**src/wpvl_pkg.sv**
```systemverilog
// shared types and constants for the pose variance liveness block
`timescale 1ns / 1ps
package wpvl_pkg;
  localparam int unsigned Depth = 32;
  localparam int unsigned PtrW  = $clog2(Depth);
  localparam int unsigned CntW  = $clog2(Depth + 1);

  localparam logic [1:0] CfgWindow   = 2'd0;
  localparam logic [1:0] CfgBlink    = 2'd1;
  localparam logic [1:0] CfgVariance = 2'd2;

  localparam logic [15:0] WindowRst   = 16'd3000;
  localparam logic [12:0] BlinkRst    = 13'd819;
  localparam logic [31:0] VarianceRst = 32'd1311;
  localparam logic [12:0] RatioOne    = 13'd4096;
  localparam logic [CntW-1:0] MinFill = CntW'(4);
  localparam logic [CntW-1:0] MinWin  = CntW'(3);

  // one queued job between front and back
  typedef struct packed {
    logic [31:0]     now;
    logic [CntW-1:0] fill;
  } job_t;

  typedef enum logic [2:0] {
    BkIdle, BkRead, BkAcc, BkMul, BkSub, BkCmp, BkOut
  } bk_state_e;
endpackage

```
**src/wpvl_front.sv**
```systemverilog
// front end: takes each sample, picks its ring slot and queues a scan job
`timescale 1ns / 1ps
module wpvl_front import wpvl_pkg::*; (
  input  logic            clk_i,
  input  logic            rst_ni,
  input  logic            in_valid_i,
  output logic            in_ready_o,
  input  logic [31:0]     time_i,
  input  logic [16:0]     pitch_i,
  input  logic [16:0]     yaw_i,
  input  logic [12:0]     ratio_i,
  output logic            wr_en_o,
  output logic [PtrW-1:0] wr_addr_o,
  output logic [78:0]     wr_data_o,
  output logic            job_valid_o,
  input  logic            job_ready_i,
  output job_t            job_o
);
  logic [PtrW-1:0] wp_q, wp_d;
  logic [CntW-1:0] fill_q, fill_d;
  logic            jv_q, jv_d;
  job_t            job_q, job_d;
  logic [PtrW-1:0] wa_q, wa_d;
  logic [78:0]     wd_q, wd_d;
  logic            acc;

  assign in_ready_o  = !jv_q;
  assign acc         = in_valid_i && in_ready_o;
  // the ring entry is written only when the back takes the job
  assign wr_en_o     = jv_q && job_ready_i;
  assign wr_addr_o   = wa_q;
  assign wr_data_o   = wd_q;
  assign job_valid_o = jv_q;
  assign job_o       = job_q;

  always_comb begin
    wp_d = wp_q; fill_d = fill_q; jv_d = jv_q; job_d = job_q;
    wa_d = wa_q; wd_d = wd_q;
    if (jv_q && job_ready_i) jv_d = 1'b0;
    if (acc) begin
      wp_d = (wp_q == PtrW'(Depth - 1)) ? '0 : wp_q + 1'b1;
      if (fill_q != CntW'(Depth)) fill_d = fill_q + 1'b1;
      jv_d = 1'b1;
      job_d.now  = time_i;
      job_d.fill = (fill_q != CntW'(Depth)) ? fill_q + 1'b1 : fill_q;
      wa_d = wp_q;
      wd_d = {ratio_i, yaw_i, pitch_i, time_i};
    end
  end

  always_ff @(posedge clk_i or negedge rst_ni) begin
    if (!rst_ni) begin
      wp_q <= '0; fill_q <= '0; jv_q <= 1'b0;
    end else begin
      wp_q <= wp_d; fill_q <= fill_d; jv_q <= jv_d;
    end
  end
  always_ff @(posedge clk_i) begin
    job_q <= job_d; wa_q <= wa_d; wd_q <= wd_d;
  end
endmodule

```
**config.mk**
```make
export PLATFORM = sky130hd
export DESIGN_NAME = wpvl_front
export DESIGN_NICKNAME = d
export VERILOG_FILES = /design/src/wpvl_pkg.sv /design/src/wpvl_front.sv
export SDC_FILE = /design/constraint.sdc
export NUM_CORES = 1
export LEC_CHECK = 0
export ABC_AREA = 1
export BUFFER_PORTS_ARGS = -buffer_cell sky130_fd_sc_hd__buf_4
export CAP_MARGIN = 0
export CORE_AREA = 2 2 82 104
export DETAILED_ROUTE_END_ITERATION = 12
export DIE_AREA = 0 0 84 106
export GPL_TIMING_DRIVEN = 1
export PLACE_DENSITY = 0.94
export SETUP_SLACK_MARGIN = 0.02
export SLEW_MARGIN = 20
export SYNTH_ARGS = -nofsm -noshare
export SYNTH_HDL_FRONTEND = slang
export SYNTH_SLANG_ARGS = --single-unit
```
**constraint.sdc**
```tcl
create_clock -name clk_i -period 4.15 [get_ports clk_i]
set_input_delay 1.0375 -clock clk_i [delete_from_list [all_inputs] [get_ports clk_i]]
set_output_delay 1.0375 -clock clk_i [all_outputs]
set_load 0.1 [all_outputs]
```
**Word level (Yosys, flattened, before mapping)**

Cells that the tools add are included.

- Input bits: 83
- Bits in registers: 134
- Output and inout port bits: 125
- Logic and storage cells: 19

- Muxes and demuxes: 4
- Reductions and logical operators: 4
- Equal/unequal tests: 2
- Add/sub/neg operators: 2

Operators with widths:

| operator | number |
|---|---|
| 6-bit by 1-bit adder with 6-bit output (second input constant) | 1 |
| 6-bit 2-to-1 mux | 1 |
| 6-bit != test (second input constant) | 1 |
| 5-bit by 1-bit adder with 5-bit output (second input constant) | 1 |
| 5-bit == test (second input constant) | 1 |
| 5-bit 2-to-1 mux | 1 |
| 1-bit logical AND | 2 |
| 1-bit 2-to-1 mux | 2 |
| 2-bit nonzero test | 1 |
| 1-bit zero test | 1 |

**Depth between registers and ports, before layout**

Gate-level depths: netlist (run 1).

- Depth in word-level cells: 3
- Depth in mapped cells: 7
- Gate-level depth less buffers: 7

**Worst setup path after synthesis (run 1)**

No wires, ideal clock.

- Path type: register to register
- From: register jv_q, in the netlist job_valid_o
- To: register wp_q[3]
- Path slack: 0.829 ns
- Cell stages (with the launch flop): 7
- Clock period less this slack: 3.321 ns
- Setup time: 0.117 ns
- Arrival: 3.205 ns
- Data required time: 4.033 ns
- Buffers on the path: 0
- Cells stage by stage: dfrtp_1 inv_1 nand2_1 inv_2 nand2_1 nand2_1 nor2_1

- Word-level cells in the longest chain between the ends: 2

RTL lines:

| item | RTL line | RTL |
|---|---|---|
| start, declared | wpvl_front.sv:21 | `logic jv_q, jv_d;` |
| start signal, assigned | wpvl_front.sv:55 | `wp_q <= wp_d; fill_q <= fill_d; jv_q <= jv_d;` |
| 1-bit zero test | wpvl_front.sv:27 | `assign in_ready_o = !jv_q;` |
| via in_ready_o | wpvl_front.sv:7 | `output logic in_ready_o,` |
| 1-bit logical AND | wpvl_front.sv:28 | `assign acc = in_valid_i && in_ready_o;` |
| via acc | wpvl_front.sv:25 | `logic acc;` |
| end signal, assigned | wpvl_front.sv:55 |  |
| end, declared | wpvl_front.sv:19 | `logic [PtrW-1:0] wp_q, wp_d;` |

The timed path passes the listed nets, and every way through them passes these cells.
A chain may end at the register's enable or synchronous reset.

**Worst setup path in the final report (run 1)**

- From: input port in_valid_i
- To: register job_q (netlist bit job_o[31]) (enable)

- Word-level cells in the longest chain between the ends: 1

RTL lines:

| item | RTL line | RTL |
|---|---|---|
| start, declared | wpvl_front.sv:6 | `input logic in_valid_i,` |
| 1-bit logical AND | wpvl_front.sv:28 |  |
| via acc | wpvl_front.sv:25 |  |
| end signal, assigned | wpvl_front.sv:59 | `job_q <= job_d; wa_q <= wa_d; wd_q <= wd_d;` |
| end, declared | wpvl_front.sv:22 | `job_t job_q, job_d;` |

The timed path passes the listed nets, and every way through them passes these cells.

==> out/qor.txt, run 1 <==
clk slew on worst S/H paths = 90 ps
pwr/cell area = 576 nW/um^2
Max Clk Rate = 380 MHz
Worst setup SP type = input port
clk buf depth = 2
Initial DRC Count = 141
die span in x = 84 um
Hold Vio Cnt, Final = 0
worst clock skew = 6.75 ps
Die Y = 106 um
NumNets Final = 491
WP data arrival = 2690 ps
Seq/Total Area, Yosys = 0.822
IO Port Bufs = 207
post-route ant nets = 0
Synth Instances = 217
largest net degree at the start of global routing = 44
Worst-Skew Late Latency = 340 ps
setup bufs post-CTS = 0
CTS tree = done
CP Class = input port to register
post-route core utilization = 0.656
outcome = completed
Crit. End Element = register
syn_nets = 304
gr ovfl total = 0
CTS Buf Count = 9
root buffer cell = clkbuf_8
post-DP HPWL = 7040 um
vias in the first global route = 2384
maximum capacitance violations = 0
#FFs+latches synth = 102
total clock sinks = 102
hold_buf cts = 0
Area Growth Syn to Fin = 43.9%
Distinct cells, synth = 20
First-pass DRT Iterations = 4
post-CTS resize count = 0
post-route setup slack = 1520 ps
IO Pins = 208
WL final = 8950 um
unrepaired setup endpoints after global routing = no
crit-path max FO = 43
setup TNS = 0 ps
wire per inst = 17.7 um
area of the core = 8010 sq um
Core Rows = 37
layout cells sized above 1 = 0.560
ant diodes = 0
Pleak = 2.35 nW
first-pass GRT wire length = 13000 um
# setup viols final = 0
vias per cell = 4.75
Hold Path Class = register to register
Vias = 2402
YS warnings = 0
Placer Congestion = 0.913
worst slack, placed = 1160 ps
overall routing resource usage = 0.198
Worst Path Required = 4210 ps
DRC viols = 0
initial antenna violation count = 0
Synth Cell Area = 3650 sq um
average size of a mapped cell = 16.8 sq um
Least-Margin Pin Slew = 690 ps
starting utilization of the core area = 0.456
Max rail drop VDD = 0.342 mV
slew margin rel. = 0.539
part of the cycle the worst path needs = 0.634
minimum clock period = 2630 ps
Die ar. = 8900 sq um
Max Slew Vio Count = 0
H-tree depth = 3
==> flip-flops by register name, summed over array words and instances, names as in the netlist <==
signal       cells
wp_q             5
wr_addr_o        5
job_o           37
wr_data_o       48
fill_q           6
job_valid_o      1
==> worst max-delay path, stage by stage <==
cell and delay [ps]:
buf_4 110, nand2_1 340, clkinv_2 670, buf_4 510
==> metal layers <==
| metal | track usage | wire (um) | vias to the layer above |
|---|---|---|---|
| met5 | 0 | 0 | - |
| met4 | 0.0887 | 159 | 0 |
| met3 | 0.0761 | 907 | 16 |
| met2 | 0.352 | 4980 | 140 |
| met1 | 0.205 | 2910 | 1144 |
| li1 | - | - | 1102 |
==> logic make-up after synthesis <==
logic type,Yosys count,share of synthesized area
and+or+nand+nor,58,0.0702
xor gates and xnor gates,1,0.00445
buffers and inverters,46,0.0805
AOI/OAI and AO/OA,6,0.00925
DFF,102,0.822
adders and majority gates,4,0.0137
==> synth_stat cells <==
cell | number | share of area
a21oi_1 | 1 | 0.0014
and2_2 | 2 | 0.0041
and3_1 | 1 | 0.0017
buf_2 | 1 | 0.0014
buf_4 | 32 | 0.066
dfrtp_1 | 12 | 0.082
edfxtp_1 | 90 | 0.74
ha_1 | 4 | 0.014
inv_1 | 12 | 0.012
inv_2 | 1 | 0.0010
nand2_1 | 34 | 0.035
nand3_1 | 5 | 0.0068
nand3_2 | 2 | 0.0055
nand4_1 | 3 | 0.0051
nor2_1 | 10 | 0.010
o21ai_0 | 3 | 0.0041
o21bai_1 | 1 | 0.0021
o22ai_1 | 1 | 0.0017
or2_2 | 1 | 0.0017
xnor2_2 | 1 | 0.0045
==> where the power goes <==
group	internal [mW]	switching (mW)
registers	1.27	0.0933
logic	0.246	0.901
clock network	0.214	0.301
total	1.73	1.29
==> layout by cell type (no fill, tap or decap) <==
cell and n:
a21oi_1 1, and2_2 2, and3_1 1, buf_4 209, clkbuf_1 2, clkbuf_8 9
clkinv_1 1, clkinv_2 4, clkinvlp_4 1, dfrtp_1 12, edfxtp_1 90, ha_1 4
inv_1 12, nand2_1 34, nand3_1 5, nand3_2 2, nand4_1 3, nor2_1 10
o21ai_0 3, o21bai_1 1, o22ai_1 1, or2_2 1, xnor2_2 1
==> through the flow <==
| stage | instances | area, sq um | hold slack [ps] | power [mW] |
|---|---|---|---|---|
| floorplan | 217 | 3650 | 449 | 2.29 |
| global placement | 490 | 5100 | 464 | 2.50 |
| detailed placement | 490 | 5100 | 483 | 2.54 |
| CTS | 506 | 5260 | 496 | 3.05 |
| global route | 506 | 5260 | 495 | 3.15 |
| finish | 506 | 5260 | 503 | 3.03 |
==> cell type report <==
cell class	instances	area (sq um)
Sequential cell	102	3000
Clock inverter	5	26.3
Inverter	13	50.0
Tap cell	97	121
Multi-Input combinational cell	69	357
Fill cell	559	2750
Timing Repair Buffer	209	1570
Clock buffer	11	131
==> final timing paths <==
kind / cells after the start / slack [ps] / startpoint / to
worst max-delay path: 4 / 1520 / in_valid_i / job_o[31]
worst min-delay path: 2 / 500 / fill_q[5] / fill_q[5]
worst max register to register: 4 / 1850 / job_valid_o / job_o[31]
worst min register to register: 2 / 500 / fill_q[5] / fill_q[5]
max in group asynchronous: 1 / 3480 / rst_ni / fill_q[1]
min in group asynchronous: 1 / 520 / rst_ni / fill_q[2]
Power figures use the tool's default switching activity.
==> run 2, diff against run 1 <==
--- a/config.mk
+++ b/config.mk
@@ -8,11 +8,11 @@
 export ABC_AREA = 1
 export BUFFER_PORTS_ARGS = -buffer_cell sky130_fd_sc_hd__buf_4
 export CAP_MARGIN = 0
-export CORE_AREA = 2 2 82 104
+export CORE_AREA = 2 2 85 107
 export DETAILED_ROUTE_END_ITERATION = 12
-export DIE_AREA = 0 0 84 106
+export DIE_AREA = 0 0 87 109
 export GPL_TIMING_DRIVEN = 1
-export PLACE_DENSITY = 0.94
+export PLACE_DENSITY = 0.9
 export SETUP_SLACK_MARGIN = 0.02
 export SLEW_MARGIN = 20
 export SYNTH_ARGS = -nofsm -noshare
==> constraint.sdc (replaced) <==
create_clock -name clk_i -period 2.45 [get_ports clk_i]
set_input_delay 0.6125 -clock clk_i [delete_from_list [all_inputs] [get_ports clk_i]]
set_output_delay 0.6125 -clock clk_i [all_outputs]
set_load 0.1 [all_outputs]
==> run 2 against run 1 <==
Effect of this change: critical path depth fell by 2; largest cell class unchanged; global-route usage fell by 3.2 points; final cell count rose by 0.79%; sequential cell count did not move; power rose by 70%; setup slack got worse by 830 ps.
==> out/qor.txt, run 2 (synthesis results as in run 1) <==
Die Y = 109 um
first-pass GRT wire length = 11500 um
Placer Congestion = 0.768
Worst-Skew Late Latency = 340 ps
Worst setup SP type = register
area of the core = 8510 sq um
setup TNS = 0 ps
slew margin rel. = 0.690
crit-path max cell delay = 440 ps
# setup viols final = 0
Post-Place Cells = 494
Pleak = 2.35 nW
gr ovfl total = 0
DRC viols = 0
WP data arrival = 1150 ps
die span in x = 87 um
vias per cell = 4.65
initial antenna violation count = 0
outcome = completed
Max rail drop VDD = 0.451 mV
Hold Path Class = input port to async pin
clk slew on worst S/H paths = 80 ps
NumNets Final = 492
hold_buf cts = 0
ant diodes = 0
register-to-register setup slack = 990 ps
clk buf depth = 2
Area Growth Syn to Fin = 44.8%
Largest register FFs = 48
Least-Margin Pin Slew = 464 ps
Min Hold Slack = 96.8 ps
Critical path origin = job_valid_o
CTS tree = done
post-DP HPWL = 6560 um
H-tree depth = 3
worst clock skew = 5.60 ps
overall routing resource usage = 0.166
layout cells sized above 1 = 0.561
wire per inst = 16.6 um
vias in the first global route = 2307
pwr/cell area = 974 nW/um^2
Max Slew Vio Count = 0
Initial DRC Count = 134
Core Rows = 38
Non-Filler Instances = 510
Crit. End Element = output port
post-route ant nets = 0
CP Class = register to output port
most common cell after layout, fill and taps aside = buf_4
First-pass DRT Iterations = 4
CP max stage cell = dfrtp_2
post-CTS resize count = 0
Worst Path Required = 1840 ps
Max Clk Rate = 567 MHz
root buffer cell = clkbuf_8
WL final = 8470 um
Vias = 2370
RR Startpoint = job_valid_o
multi-input logic area = 357 sq um
starting utilization of the core area = 0.429
part of the cycle the worst path needs = 0.720
critical path cell sequence = clkinvlp_4 > buf_4
setup bufs post-CTS = 0
minimum clock period = 1760 ps
largest net degree at the start of global routing = 62
maximum capacitance violations = 0
Fill cells = 637
Seq. cell area = 3000 sq um
crit-path max FO = 4
unrepaired setup endpoints after global routing = no
Die ar. = 9480 sq um
post-route core utilization = 0.622
IO Port Bufs = 207
total clock sinks = 102
IO Pins = 208
commonest cells after routing, fill and taps aside = 209 x buf_4, 90 x edfxtp_1, 34 x nand2_1
Hold Vio Cnt, Final = 0
CTS Buf Count = 9
==> run 2: final cells by class <==
| type | count | share of cell area |
|---|---|---|
| Clock inverter | 2 | 0.00166 |
| Timing Repair Buffer | 210 | 0.300 |
| Tap cell | 100 | 0.0236 |
| Inverter | 13 | 0.0104 |
| Sequential cell | 102 | 0.568 |
| Multi-Input combinational cell | 69 | 0.0674 |
| Clock buffer | 14 | 0.0288 |
==> run 2: final timing paths <==
path,endpoint,depth (start not counted)
min,wp_q[0],1
max reg2reg,job_o[0],4
max in group asynchronous,job_valid_o,1
min reg2reg,fill_q[5],2
min in group clk_i,wr_data_o[51],1
max,in_ready_o,2
==> run 2: routing by layer <==
layer,vias to the layer above,track usage,share of wire
met5,-,0,0
met4,0,0.0670,0.011
met3,8,0.0431,0.075
met2,109,0.312,0.57
met1,1145,0.172,0.34
li1,1108,-,-
==> run 2: report_power, final <==
group	leakage (nW)	internal [mW]	switching [mW]
registers	0.999	2.16	0.152
logic	1.27	0.424	1.52
clock network	0.0821	0.395	0.506
==> run 2: through the flow <==
step                      setup WS, ps  area, sq um  power (mW)
after global routing               639         5290        5.35
after CTS                          657         5290        5.20
after floorplan                   90.5         3660        3.87
final                              687         5290        5.15
after detailed placement           784         5130        4.30
after global placement             777         5130        4.25
==> run 2: critical path: cells and delay by family (launching register included) <==
kind	cells	cell delay (ps)
DFF	1	440
buffers and inverters	2	370
